==> src/rtl/assert_macros.svh <==
// Assertion macros shared by the connection table RTL.
// No dependencies; assertions compile away when SYNTHESIS is defined.
`ifndef ASSERT_MACROS_SVH
`define ASSERT_MACROS_SVH
`ifndef SYNTHESIS
// Clocked check, switched off while reset is asserted
`define CTH_ASSERT(lbl, clk, rstn, prop, msg) \
    lbl: assert property (@(posedge clk) disable iff (!rstn) prop) else $error(msg);
// Clocked check that also holds during reset
`define CTH_ASSERT_ALWAYS(lbl, clk, prop, msg) \
    lbl: assert property (@(posedge clk) prop) else $error(msg);
`else
`define CTH_ASSERT(lbl, clk, rstn, prop, msg)
`define CTH_ASSERT_ALWAYS(lbl, clk, prop, msg)
`endif
`endif

==> src/rtl/cth_pkg.sv <==
// Types, codes and defaults for the connection table.
// No dependencies; imported by every module of the block but cth_ram.
`default_nettype none

package cth_pkg;

    localparam int ConnectionsDef = 8;
    localparam int TimeoutReset   = 1000;

    typedef enum logic [2:0] {
        OP_OPEN    = 3'd0,
        OP_LISTEN  = 3'd1,
        OP_CLOSE   = 3'd2,
        OP_SEGMENT = 3'd3,
        OP_TICK    = 3'd4
    } t_op;

    typedef enum logic [1:0] {
        ST_CLOSED    = 2'd0,
        ST_LISTENING = 2'd1,
        ST_CONNECTED = 2'd2,
        ST_CLOSEWAIT = 2'd3
    } t_conn_state;

    typedef enum logic [2:0] {
        SEG_SYN     = 3'd0,
        SEG_SYNACK  = 3'd1,
        SEG_FIN     = 3'd2,
        SEG_FINACK  = 3'd3,
        SEG_DATA    = 3'd4,
        SEG_DATAACK = 3'd5
    } t_seg;

    typedef enum logic [2:0] {
        STS_OK       = 3'd0,
        STS_FULL     = 3'd1,
        STS_EMPTY    = 3'd2,
        STS_NO_MATCH = 3'd3,
        STS_BUSY     = 3'd4,
        STS_ODD      = 3'd5
    } t_status;

    typedef enum logic [2:0] {
        FSM_IDLE,
        FSM_DECODE,
        FSM_MODIFY,
        FSM_SCAN,
        FSM_DONE
    } t_fsm;

    // one slot as kept in the table RAM
    typedef struct packed {
        t_conn_state state;
        logic [15:0] srv_port;
        logic [15:0] client_port;
        logic [31:0] wait_base;
    } t_entry;

    localparam int EntryW = $bits(t_entry);

    typedef struct packed {
        logic [2:0]  op;
        logic [2:0]  slot;
        logic [15:0] local_port;
        logic [2:0]  seg_type;
        logic [15:0] seg_src_port;
        logic [15:0] seg_dest_port;
        logic [31:0] seg_seq;
        logic [31:0] seg_ack;
    } t_item;

    typedef struct packed {
        t_status     status;
        logic [2:0]  slot_index;
        logic [1:0]  slot_state;
        logic        slot_used;
        logic        reply_valid;
        logic [2:0]  reply_type;
        logic [15:0] reply_src_port;
        logic [15:0] reply_dest_port;
        logic [31:0] reply_seq;
        logic [31:0] reply_ack;
    } t_result;

    // per-entry evaluation handed from the match unit to the sequencer
    typedef struct packed {
        logic   hit;
        logic   expire;
        logic   reply_on;
        t_seg   reply_type;
        t_entry seg_entry;
    } t_check;

endpackage

`default_nettype wire

==> src/rtl/cth_ram.sv <==
// Generic simple dual-port RAM: one write port, one read port, registered read.
// No dependencies.
`default_nettype none

module cth_ram #(
    parameter int WIDTH = 8,
    parameter int DEPTH = 8,
    localparam int AW = (DEPTH > 1) ? $clog2(DEPTH) : 1
) (
    input  wire logic             i_clk,
    input  wire logic             i_we,
    input  wire logic [AW-1:0]    i_waddr,
    input  wire logic [WIDTH-1:0] i_wdata,
    input  wire logic             i_re,
    input  wire logic [AW-1:0]    i_raddr,
    output logic      [WIDTH-1:0] o_rdata
);

    logic [WIDTH-1:0] r_mem [DEPTH];

    always_ff @(posedge i_clk) begin
        if (i_we) begin
            r_mem[i_waddr] <= i_wdata;
        end
        if (i_re) begin
            o_rdata <= r_mem[i_raddr];
        end
    end

endmodule

`default_nettype wire

==> src/rtl/cth_match.sv <==
// Match and update logic for one table entry: segment match, reply choice,
// updated entry, and close-wait expiry on a tick. Uses cth_pkg.
`default_nettype none

module cth_match
    import cth_pkg::*;
(
    input  wire t_entry      i_entry,
    input  wire logic        i_used,
    input  wire logic [2:0]  i_seg_type,
    input  wire logic [15:0] i_src_port,
    input  wire logic [15:0] i_dest_port,
    input  wire logic [31:0] i_tick,
    input  wire logic [15:0] i_timeout,
    output t_check           o_check
);

    logic        port_ok;
    logic        client_ok;
    logic [31:0] age;

    assign port_ok   = i_used && (i_entry.srv_port == i_dest_port);
    assign client_ok = (i_entry.client_port == i_src_port);
    assign age       = i_tick - i_entry.wait_base;

    always_comb begin
        o_check           = '0;
        o_check.seg_entry = i_entry;
        o_check.reply_type = SEG_SYNACK;

        o_check.hit = port_ok && (
            (i_seg_type == SEG_SYN && i_entry.state == ST_LISTENING) ||
            (i_entry.state == ST_CONNECTED && client_ok &&
                (i_seg_type == SEG_DATA || i_seg_type == SEG_FIN ||
                 i_seg_type == SEG_SYN)) ||
            (i_entry.state == ST_CLOSEWAIT && client_ok && i_seg_type == SEG_FIN));

        o_check.expire = i_used && (i_entry.state == ST_CLOSEWAIT) &&
                         (age > {16'd0, i_timeout});

        case (i_entry.state)
            ST_LISTENING: begin
                o_check.seg_entry.state       = ST_CONNECTED;
                o_check.seg_entry.client_port = i_src_port;
                o_check.reply_on              = 1'b1;
                o_check.reply_type            = SEG_SYNACK;
            end
            ST_CONNECTED: begin
                if (i_seg_type == SEG_FIN) begin
                    o_check.seg_entry.state     = ST_CLOSEWAIT;
                    o_check.seg_entry.wait_base = i_tick;
                    o_check.reply_on            = 1'b1;
                    o_check.reply_type          = SEG_FINACK;
                end else if (i_seg_type == SEG_SYN) begin
                    o_check.reply_on   = 1'b1;
                    o_check.reply_type = SEG_SYNACK;
                end
            end
            ST_CLOSEWAIT: begin
                // repeated FIN restarts the wait
                o_check.seg_entry.wait_base = i_tick;
                o_check.reply_on            = 1'b1;
                o_check.reply_type          = SEG_FINACK;
            end
            default: begin
            end
        endcase
    end

endmodule

`default_nettype wire

==> src/rtl/cth_out_reg.sv <==
// Output register of the result stream; packs a result into tdata/tuser.
// Uses cth_pkg.
`default_nettype none

module cth_out_reg
    import cth_pkg::*;
(
    input  wire logic    i_clk,
    input  wire logic    i_rst_n,
    input  wire logic    i_load,
    input  wire t_result i_res,
    output logic         o_free,
    output logic         m_axis_tvalid,
    input  wire logic    m_axis_tready,
    // slot_index, slot_state, slot_used, reply_valid, reply_type,
    // reply_src_port, reply_dest_port, reply_seq, reply_ack, zero pad
    output logic [111:0] m_axis_tdata,
    // status
    output logic [2:0]   m_axis_tuser
);

    logic    r_valid;
    t_result r_res;

    assign o_free = !r_valid || m_axis_tready;

    always_ff @(posedge i_clk) begin
        if (!i_rst_n) begin
            r_valid <= 1'b0;
        end else if (i_load) begin
            r_valid <= 1'b1;
        end else if (m_axis_tready) begin
            r_valid <= 1'b0;
        end
    end

    always_ff @(posedge i_clk) begin
        if (i_load) begin
            r_res <= i_res;
        end
    end

    assign m_axis_tvalid = r_valid;
    assign m_axis_tuser  = r_res.status;
    assign m_axis_tdata  = {6'd0, r_res.reply_ack, r_res.reply_seq,
                            r_res.reply_dest_port, r_res.reply_src_port,
                            r_res.reply_type, r_res.reply_valid, r_res.slot_used,
                            r_res.slot_state, r_res.slot_index};

endmodule

`default_nettype wire

==> src/rtl/connection_table_handshake.sv <==
// Top level of the server connection table: sequencer, slot valid bits,
// tick counter and timeout register. Uses cth_pkg, cth_ram, cth_match, cth_out_reg.
//
// Usage
//   Command words enter on the s_axis channel, tuser carrying the op code
//   (open, listen, close, segment, tick). Every accepted word yields exactly one
//   result word on m_axis, tuser carrying the status.
//   i_cfg_valid/i_cfg_data write the close-wait timeout; o_cfg_ready is always
//   high. Write it only while the block is idle.
// Flow
//   One word is in work at a time. Open goes through decode and done into the
//   output register; listen and close on a valid slot add a modify state (one
//   read-modify-write of the slot RAM). Segment and tick walk the slot RAM one
//   entry per cycle through its single read port; tick reads every slot, and a
//   segment stops at the first matching slot.
//   The next word is taken at the earliest on the edge at which the result of
//   the word before can first be taken.
// Reset
//   i_rst_n is synchronous, active low. It frees all slots, zeroes the tick
//   counter and sets the timeout to 1000. Slot RAM is not cleared; a slot's
//   contents count only after open has written it.
// Stall
//   A finished result waits in the output register; the next word is accepted
//   meanwhile. If that word finishes while the register is still held, the
//   sequencer waits and s_axis_tready stays low.
`default_nettype none
`include "assert_macros.svh"

module connection_table_handshake
    import cth_pkg::*;
#(
    parameter int CONNECTIONS = ConnectionsDef
) (
    input  wire logic         i_clk,
    input  wire logic         i_rst_n,
    input  wire logic         s_axis_tvalid,
    output logic              s_axis_tready,
    // slot, local_port, seg_type, seg_src_port, seg_dest_port, seg_seq,
    // seg_ack, zero pad
    input  wire logic [119:0] s_axis_tdata,
    // op
    input  wire logic [2:0]   s_axis_tuser,
    output logic              m_axis_tvalid,
    input  wire logic         m_axis_tready,
    // slot_index, slot_state, slot_used, reply_valid, reply_type,
    // reply_src_port, reply_dest_port, reply_seq, reply_ack, zero pad
    output logic [111:0]      m_axis_tdata,
    // status
    output logic [2:0]        m_axis_tuser,
    input  wire logic         i_cfg_valid,
    output logic              o_cfg_ready,
    input  wire logic [15:0]  i_cfg_data
);

    localparam int AW = (CONNECTIONS > 1) ? $clog2(CONNECTIONS) : 1;
    localparam int CW = $clog2(CONNECTIONS + 1);

    // sequencer state
    t_fsm r_fsm, n_fsm;

    t_item            r_item;
    logic [CONNECTIONS-1:0] r_valid, n_valid;
    logic [31:0]      r_tick, n_tick;
    logic [15:0]      r_timeout;
    logic [CW-1:0]    r_rd_idx, n_rd_idx;
    logic             r_chk_on, n_chk_on;
    logic [AW-1:0]    r_chk_idx, n_chk_idx;
    t_result          r_res, n_res;

    // RAM port
    logic             ram_we, ram_re;
    logic [AW-1:0]    ram_waddr, ram_raddr;
    t_entry           ram_wdata, ram_rdata;

    logic             in_accept;
    logic             out_free;
    logic             out_load;
    logic             slot_ok;
    logic [AW-1:0]    slot_idx;
    logic             free_found;
    logic [AW-1:0]    free_idx;
    logic             scan_end;
    t_check           chk;

    assign in_accept     = s_axis_tvalid && s_axis_tready;
    assign s_axis_tready = (r_fsm == FSM_IDLE);
    assign o_cfg_ready   = 1'b1;

    // addressed slot: in range and holding a connection
    assign slot_idx = AW'(r_item.slot);
    assign slot_ok  = (32'(r_item.slot) < CONNECTIONS) && r_valid[slot_idx];
    assign scan_end = !r_chk_on && (r_rd_idx == CW'(CONNECTIONS));

    // lowest free slot
    always_comb begin
        free_found = 1'b0;
        free_idx   = '0;
        for (int i = CONNECTIONS - 1; i >= 0; i--) begin
            if (!r_valid[i]) begin
                free_found = 1'b1;
                free_idx   = AW'(i);
            end
        end
    end

    cth_ram #(
        .WIDTH (EntryW),
        .DEPTH (CONNECTIONS)
    ) u_ram (
        .i_clk   (i_clk),
        .i_we    (ram_we),
        .i_waddr (ram_waddr),
        .i_wdata (ram_wdata),
        .i_re    (ram_re),
        .i_raddr (ram_raddr),
        .o_rdata (ram_rdata)
    );

    cth_match u_match (
        .i_entry     (ram_rdata),
        .i_used      (r_valid[r_chk_idx]),
        .i_seg_type  (r_item.seg_type),
        .i_src_port  (r_item.seg_src_port),
        .i_dest_port (r_item.seg_dest_port),
        .i_tick      (r_tick),
        .i_timeout   (r_timeout),
        .o_check     (chk)
    );

    cth_out_reg u_out (
        .i_clk         (i_clk),
        .i_rst_n       (i_rst_n),
        .i_load        (out_load),
        .i_res         (r_res),
        .o_free        (out_free),
        .m_axis_tvalid (m_axis_tvalid),
        .m_axis_tready (m_axis_tready),
        .m_axis_tdata  (m_axis_tdata),
        .m_axis_tuser  (m_axis_tuser)
    );

    // next state
    always_comb begin
        n_fsm = r_fsm;
        case (r_fsm)
            FSM_IDLE: begin
                if (in_accept) begin
                    n_fsm = FSM_DECODE;
                end
            end
            FSM_DECODE: begin
                case (r_item.op)
                    OP_LISTEN, OP_CLOSE: n_fsm = slot_ok ? FSM_MODIFY : FSM_DONE;
                    OP_SEGMENT, OP_TICK: n_fsm = FSM_SCAN;
                    default:             n_fsm = FSM_DONE;
                endcase
            end
            FSM_MODIFY: begin
                n_fsm = FSM_DONE;
            end
            FSM_SCAN: begin
                if (r_chk_on && r_item.op == OP_SEGMENT && chk.hit) begin
                    n_fsm = FSM_DONE;
                end else if (scan_end) begin
                    n_fsm = FSM_DONE;
                end
            end
            FSM_DONE: begin
                if (out_free) begin
                    n_fsm = FSM_IDLE;
                end
            end
            default: n_fsm = FSM_IDLE;
        endcase
    end

    // datapath and RAM control
    always_comb begin
        ram_we    = 1'b0;
        ram_waddr = r_chk_idx;
        ram_wdata = ram_rdata;
        ram_re    = 1'b0;
        ram_raddr = slot_idx;
        n_valid   = r_valid;
        n_tick    = r_tick;
        n_rd_idx  = r_rd_idx;
        n_chk_on  = 1'b0;
        n_chk_idx = r_chk_idx;
        n_res     = r_res;
        out_load  = 1'b0;

        case (r_fsm)
            FSM_DECODE: begin
                n_res    = '0;
                n_rd_idx = '0;
                case (r_item.op)
                    OP_OPEN: begin
                        if (free_found) begin
                            ram_we    = 1'b1;
                            ram_waddr = free_idx;
                            ram_wdata = '{state: ST_CLOSED,
                                          srv_port: r_item.local_port,
                                          client_port: 16'd0,
                                          wait_base: 32'd0};
                            n_valid[free_idx] = 1'b1;
                            n_res.slot_index  = 3'(free_idx);
                            n_res.slot_used   = 1'b1;
                        end else begin
                            n_res.status = STS_FULL;
                        end
                    end
                    OP_LISTEN, OP_CLOSE: begin
                        n_res.slot_index = r_item.slot;
                        if (slot_ok) begin
                            ram_re = 1'b1;
                        end else begin
                            n_res.status = STS_EMPTY;
                        end
                    end
                    OP_SEGMENT: begin
                        // overwritten by a hit
                        n_res.status = STS_NO_MATCH;
                    end
                    OP_TICK: begin
                        n_tick = r_tick + 32'd1;
                    end
                    default: begin
                    end
                endcase
            end
            FSM_MODIFY: begin
                if (r_item.op == OP_LISTEN) begin
                    ram_we          = 1'b1;
                    ram_waddr       = slot_idx;
                    ram_wdata.state = ST_LISTENING;
                    n_res.slot_state = ST_LISTENING;
                    n_res.slot_used  = 1'b1;
                end else if (ram_rdata.state == ST_CLOSEWAIT) begin
                    n_res.status     = STS_BUSY;
                    n_res.slot_state = ST_CLOSEWAIT;
                    n_res.slot_used  = 1'b1;
                end else begin
                    // freed even when not cleanly closed
                    n_res.status = (ram_rdata.state != ST_CLOSED) ? STS_ODD : STS_OK;
                    n_valid[slot_idx] = 1'b0;
                end
            end
            FSM_SCAN: begin
                if (r_rd_idx < CW'(CONNECTIONS)) begin
                    ram_re    = 1'b1;
                    ram_raddr = r_rd_idx[AW-1:0];
                    n_rd_idx  = r_rd_idx + CW'(1);
                    n_chk_on  = 1'b1;
                    n_chk_idx = r_rd_idx[AW-1:0];
                end
                if (r_chk_on) begin
                    if (r_item.op == OP_SEGMENT) begin
                        if (chk.hit) begin
                            ram_we    = 1'b1;
                            ram_wdata = chk.seg_entry;
                            n_res.status     = STS_OK;
                            n_res.slot_index = 3'(r_chk_idx);
                            n_res.slot_state = chk.seg_entry.state;
                            n_res.slot_used  = 1'b1;
                            if (chk.reply_on) begin
                                n_res.reply_valid     = 1'b1;
                                n_res.reply_type      = chk.reply_type;
                                n_res.reply_src_port  = r_item.seg_dest_port;
                                n_res.reply_dest_port = r_item.seg_src_port;
                                n_res.reply_seq       = r_item.seg_seq;
                                n_res.reply_ack       = r_item.seg_ack;
                            end
                        end
                    end else if (chk.expire) begin
                        ram_we          = 1'b1;
                        ram_wdata.state = ST_CLOSED;
                    end
                end
            end
            FSM_DONE: begin
                out_load = out_free;
            end
            default: begin
            end
        endcase
    end

    always_ff @(posedge i_clk) begin
        if (!i_rst_n) begin
            r_fsm     <= FSM_IDLE;
            r_valid   <= '0;
            r_tick    <= '0;
            r_timeout <= 16'(TimeoutReset);
            r_chk_on  <= 1'b0;
        end else begin
            r_fsm    <= n_fsm;
            r_valid  <= n_valid;
            r_tick   <= n_tick;
            r_chk_on <= n_chk_on;
            if (i_cfg_valid && o_cfg_ready) begin
                r_timeout <= i_cfg_data;
            end
        end
    end

    always_ff @(posedge i_clk) begin
        r_rd_idx  <= n_rd_idx;
        r_chk_idx <= n_chk_idx;
        r_res     <= n_res;
        if (in_accept) begin
            r_item <= '{op: s_axis_tuser,
                        slot: s_axis_tdata[2:0],
                        local_port: s_axis_tdata[18:3],
                        seg_type: s_axis_tdata[21:19],
                        seg_src_port: s_axis_tdata[37:22],
                        seg_dest_port: s_axis_tdata[53:38],
                        seg_seq: s_axis_tdata[85:54],
                        seg_ack: s_axis_tdata[117:86]};
        end
    end

    `CTH_ASSERT(a_ram_no_collide, i_clk, i_rst_n, (ram_we && ram_re) |-> (ram_waddr != ram_raddr), "ram read and write hit the same slot")
    `CTH_ASSERT(a_one_in_flight, i_clk, i_rst_n, (s_axis_tvalid && s_axis_tready) |=> !s_axis_tready, "second word taken while one is in work")
    `CTH_ASSERT(a_reply_only_seg, i_clk, i_rst_n, (out_load && r_res.reply_valid) |-> (r_item.op == OP_SEGMENT), "reply produced by a non-segment word")
    `CTH_ASSERT(a_modify_after_read, i_clk, i_rst_n, (r_fsm == FSM_MODIFY) |-> $past(ram_re), "modify without a preceding slot read")

endmodule

`default_nettype wire
==> config.mk <==
export PLATFORM = sky130hd
export DESIGN_NAME = connection_table_handshake
export DESIGN_NICKNAME = d
export VERILOG_FILES = /design/src/rtl/cth_pkg.sv /design/src/rtl/cth_ram.sv /design/src/rtl/cth_match.sv /design/src/rtl/cth_out_reg.sv /design/src/rtl/connection_table_handshake.sv
export VERILOG_INCLUDE_DIRS = /design/src /design/src/rtl
export SDC_FILE = /design/constraint.sdc
export NUM_CORES = 1
export LEC_CHECK = 0
export BUFFER_PORTS_ARGS = -buffer_cell sky130_fd_sc_hd__buf_2
export CORE_ASPECT_RATIO = 1.4
export CORE_MARGIN = 2
export CORE_UTILIZATION = 35
export CTS_CLUSTER_SIZE = 16
export DETAILED_ROUTE_END_ITERATION = 10
export HOLD_SLACK_MARGIN = 0.03
export PLACE_DENSITY = 0.54
export SLEW_MARGIN = 30
export SYNTH_ARGS = -nofsm -noshare
export SYNTH_HDL_FRONTEND = slang
export SYNTH_SLANG_ARGS = --single-unit
==> constraint.sdc <==
create_clock -name i_clk -period 11.25 [get_ports i_clk]
set_clock_uncertainty 0.15 [all_clocks]
set_input_delay 1.6875 -clock i_clk [delete_from_list [all_inputs] [get_ports i_clk]]
set_output_delay 1.6875 -clock i_clk [all_outputs]
set_load 0.1 [all_outputs]
==> results.sh <==
export IMPL_grt_pass1_vias=22553
export IMPL_yosysWarnings=0
export IMPL_synth_ff_type="edfxtp_1"
export IMPL_seq_area_frac_synth_pct=73.55
export IMPL_htree_num_levels=3
export IMPL_rsz0062_at_grt="no"
export IMPL_leakage_uw=0.01621
export IMPL_post_dp_hpwl_um=54330
export IMPL_core_area_um2=113100
export IMPL_crit_required_ns=11.38
export IMPL_cts_setup_buffers=0
export IMPL_clock_sinks=997
export IMPL_die_h_um=403.4
export IMPL_start_util_pct=35.26
export IMPL_portBuffers=251
export IMPL_ant_nets=0
export IMPL_path_cells="ha_1, a21oi_1, inv_1, o31a_1, or2_2, a31oi_1, o21bai_1, a21oi_1, xnor2_1, ha_1, nand4_1, nor4_1, a21boi_0, o41a_1, a211oi_1, nand4_1, nor4_1, nand4b_1, o311ai_2, buf_4, a211oi_4, buf_4, buf_4"
export IMPL_cts_inserted_buffers=96
export IMPL_busiest_layer="met2"
export IMPL_grt_usage_pct=15.29
export IMPL_endpoint_kind="register"
export IMPL_tightest_slew_ns=0.9558
export IMPL_cts_hold_buf=0
export IMPL_final_cell_mix="936 x edfxtp_1, 250 x buf_2, 134 x mux4_2"
export IMPL_cts_tree="built"
export IMPL_placed_area_um2=43070
export IMPL_wl_per_cell_um=21.77
export IMPL_slowest_delay_ns=0.75
export IMPL_run_status="finished, final reports clean"
export IMPL_diodes=0
export IMPL_area_growth_pct=16.53
export IMPL_relSlewSlack_pct=36.28
export IMPL_irDropWorstVdd_mv=0.1097
export IMPL_die_x_um=289.3
export IMPL_crit_path_frequent_cell="buf_4"
export IMPL_drtIter0Drc=1352
export IMPL_yosysUniqueCellTypes=81
export IMPL_remaining_drc_errors=0
export IMPL_final_common_cell="edfxtp_1"
export IMPL_clk_path_buf_depth=3
export IMPL_fin_crit_ns=7.144
export IMPL_crit_path_start_kind="register"
export IMPL_worst_slack_ns=4.106
export IMPL_grt_pass1_wl_um=135400
export IMPL_fmax_mhz=140.0
export IMPL_drv_cap=0
export IMPL_cts_root_buf="clkbuf_16"
export IMPL_firstDrtPassIters=5
export IMPL_viasPerCell=5.121
export IMPL_cp_max_fo=47
export IMPL_syn_inst=2286
export IMPL_overflow=0
export IMPL_syn_cell_area_um2=39870
export IMPL_nets=2767
export IMPL_design_area_um2=46460
export IMPL_setup_worst_path_class="register to register"
export IMPL_holdWs_ns=0.2468
export IMPL_io_pins=262
export IMPL_ys_ff_latch=997
export IMPL_hold_viol=0
export IMPL_routed_wl_um=89890
export IMPL_rows=146
export IMPL_crit_arrival_ns=7.27
export IMPL_synth_enable_flop_cells=936
export IMPL_floorplan_die_area_um2=116700
export IMPL_finalCritPeriodShare_pct=63.51
export IMPL_globalRouteMet3Util_pct=2.370
export IMPL_fin_tns_setup_ns=0
export IMPL_drv_slew=0
export IMPL_fill_cells=10063
export IMPL_slowest_stage="buf_4"
export IMPL_use_met2_pct=27.11
export IMPL_clkTransAtPathRegs_ns=0.07
export IMPL_async_reset_ff_share_pct=0
export IMPL_grt_antenna_before_repair=2
export IMPL_grt_max_degree=103
export IMPL_cts_resized_gates=0
export IMPL_met1_usage_pct=18.42
export IMPL_clock_latency_ns=0.70
export IMPL_place_gp_congestion=0.8688
export IMPL_min_path_type="register to register"
export IMPL_power_density_nw_per_um2=199.6
export IMPL_num_vias=21146
export IMPL_avgSynthCellArea_um2=17.44
export IMPL_layout_drive_gt1_share_pct=25.82
export IMPL_place_ws_ns=4.201
export IMPL_setup_viol=0
worst max-delay path, delay by kind of cell, from the launching register on:
family | cells | cell delay, ns
buffers and inverters | 4 | 1.41
DFF | 1 | 0.47
AOI/OAI and AO/OA | 10 | 2.44
xor gates and xnor gates | 1 | 0.17
and+or+nand+nor | 6 | 1.25
adders and majority gates | 2 | 0.71
cell families (layout without fill, tap and decap cells):
| group | count (synthesis) | in the layout | share of synthesized area [%] |
|---|---|---|---|
| compound gates | 267 | 267 | 4.619 |
| other cells | 2 | 8 | 0.01883 |
| buf+inv | 179 | 536 | 1.851 |
| xor+xnor | 83 | 83 | 1.823 |
| flops | 997 | 997 | 73.55 |
| mux | 222 | 222 | 9.988 |
| fa+ha+maj | 55 | 55 | 1.745 |
| simple gates | 481 | 481 | 6.401 |
layout make-up:
| class | instances | area (µm²) | share of cell area [%] |
|---|---|---|---|
| sequential | 997 | 29330 | 63.13 |
| multi-input combinational | 1116 | 10060 | 21.66 |
| clock buffer | 116 | 2529 | 5.442 |
| tap | 1480 | 1852 | 3.985 |
| timing repair buffer | 290 | 1635 | 3.519 |
| clock inverter | 63 | 802.0 | 1.726 |
| inverter | 67 | 251.5 | 0.5413 |
power breakdown:
| part | internal (µW) | leakage, µW | switching, µW |
|---|---|---|---|
| sequential | 4470 | 0.00906 | 114 |
| clock | 1960 | 0.00161 | 1420 |
| combinational | 389 | 0.00553 | 923 |
final timing paths:
check | start | end | slack (ns) | cells after the start
worst min-delay path | r_res[88] | u_out.m_axis_tdata[18] | 0.25 | 0
worst max-delay path | r_tick[6] | u_ram.r_mem[3][56] | 4.11 | 23
worst max register to register | r_tick[6] | u_ram.r_mem[3][56] | 4.11 | 23
worst min register to register | r_res[88] | u_out.m_axis_tdata[18] | 0.25 | 0
flip-flops by register name, indices dropped and copies added (netlist names):
register / cells
u_out.m_axis_tdata: 104
u_ram.r_mem: 528
u_out.m_axis_tuser: 3
r_fsm: 3
r_chk_on: 1
r_item: 118
r_chk_idx: 3
r_tick: 32
u_out.m_axis_tvalid: 1
u_ram.o_rdata: 66
r_timeout: 16
r_valid: 8
slot_idx: 3
r_rd_idx: 4
r_res: 107
synth_stat cells (3+ instances only):
library cell	number	area share [%]
a211oi_1	11	0.21
a21boi_0	19	0.36
a21o_1	13	0.24
a21oi_1	50	0.63
a21oi_2	3	0.066
a221oi_1	4	0.088
a22o_1	50	1.1
a31oi_1	16	0.25
and2_1	37	0.58
and3_1	103	1.6
and4_1	6	0.13
buf_1	14	0.13
buf_2	3	0.038
buf_4	9	0.17
clkbuf_1	82	0.77
dfxtp_1	61	3.1
edfxtp_1	936	70
ha_1	54	1.7
inv_1	67	0.63
mux2_2	67	1.9
mux2i_1	21	0.53
mux4_2	134	7.6
nand2_1	133	1.3
nand2b_1	13	0.20
nand3_1	18	0.23
nand4_1	27	0.42
nor2_1	63	0.59
nor2b_1	22	0.35
nor3_1	13	0.16
nor4_1	10	0.16
o2111ai_1	3	0.066
o211ai_1	9	0.17
o21a_1	8	0.15
o21ai_0	48	0.60
o21ai_1	3	0.038
o21bai_1	4	0.075
o31ai_1	4	0.075
or2_2	4	0.063
or3_1	14	0.22
xnor2_1	43	0.94
xor2_1	40	0.88
through the flow:
| stage | instances | total power (µW) | util, % |
|---|---|---|---|
| finish | 4129 | 9274 | 41.09 |
| floorplan | 2292 | 5658 | - |
| global placement | 3947 | 5964 | 38.04 |
| global route | 4129 | 9633 | 41.09 |
| detailed placement | 3948 | 5996 | 38.09 |
| CTS | 4127 | 9400 | 41.04 |
routing by layer:
metal,share of wire [%],wire (µm)
met1,41,36780
met2,51,45770
met3,4.7,4260
met4,3.4,3047
met5,0.030,27
Power figures use the tool's default switching activity.
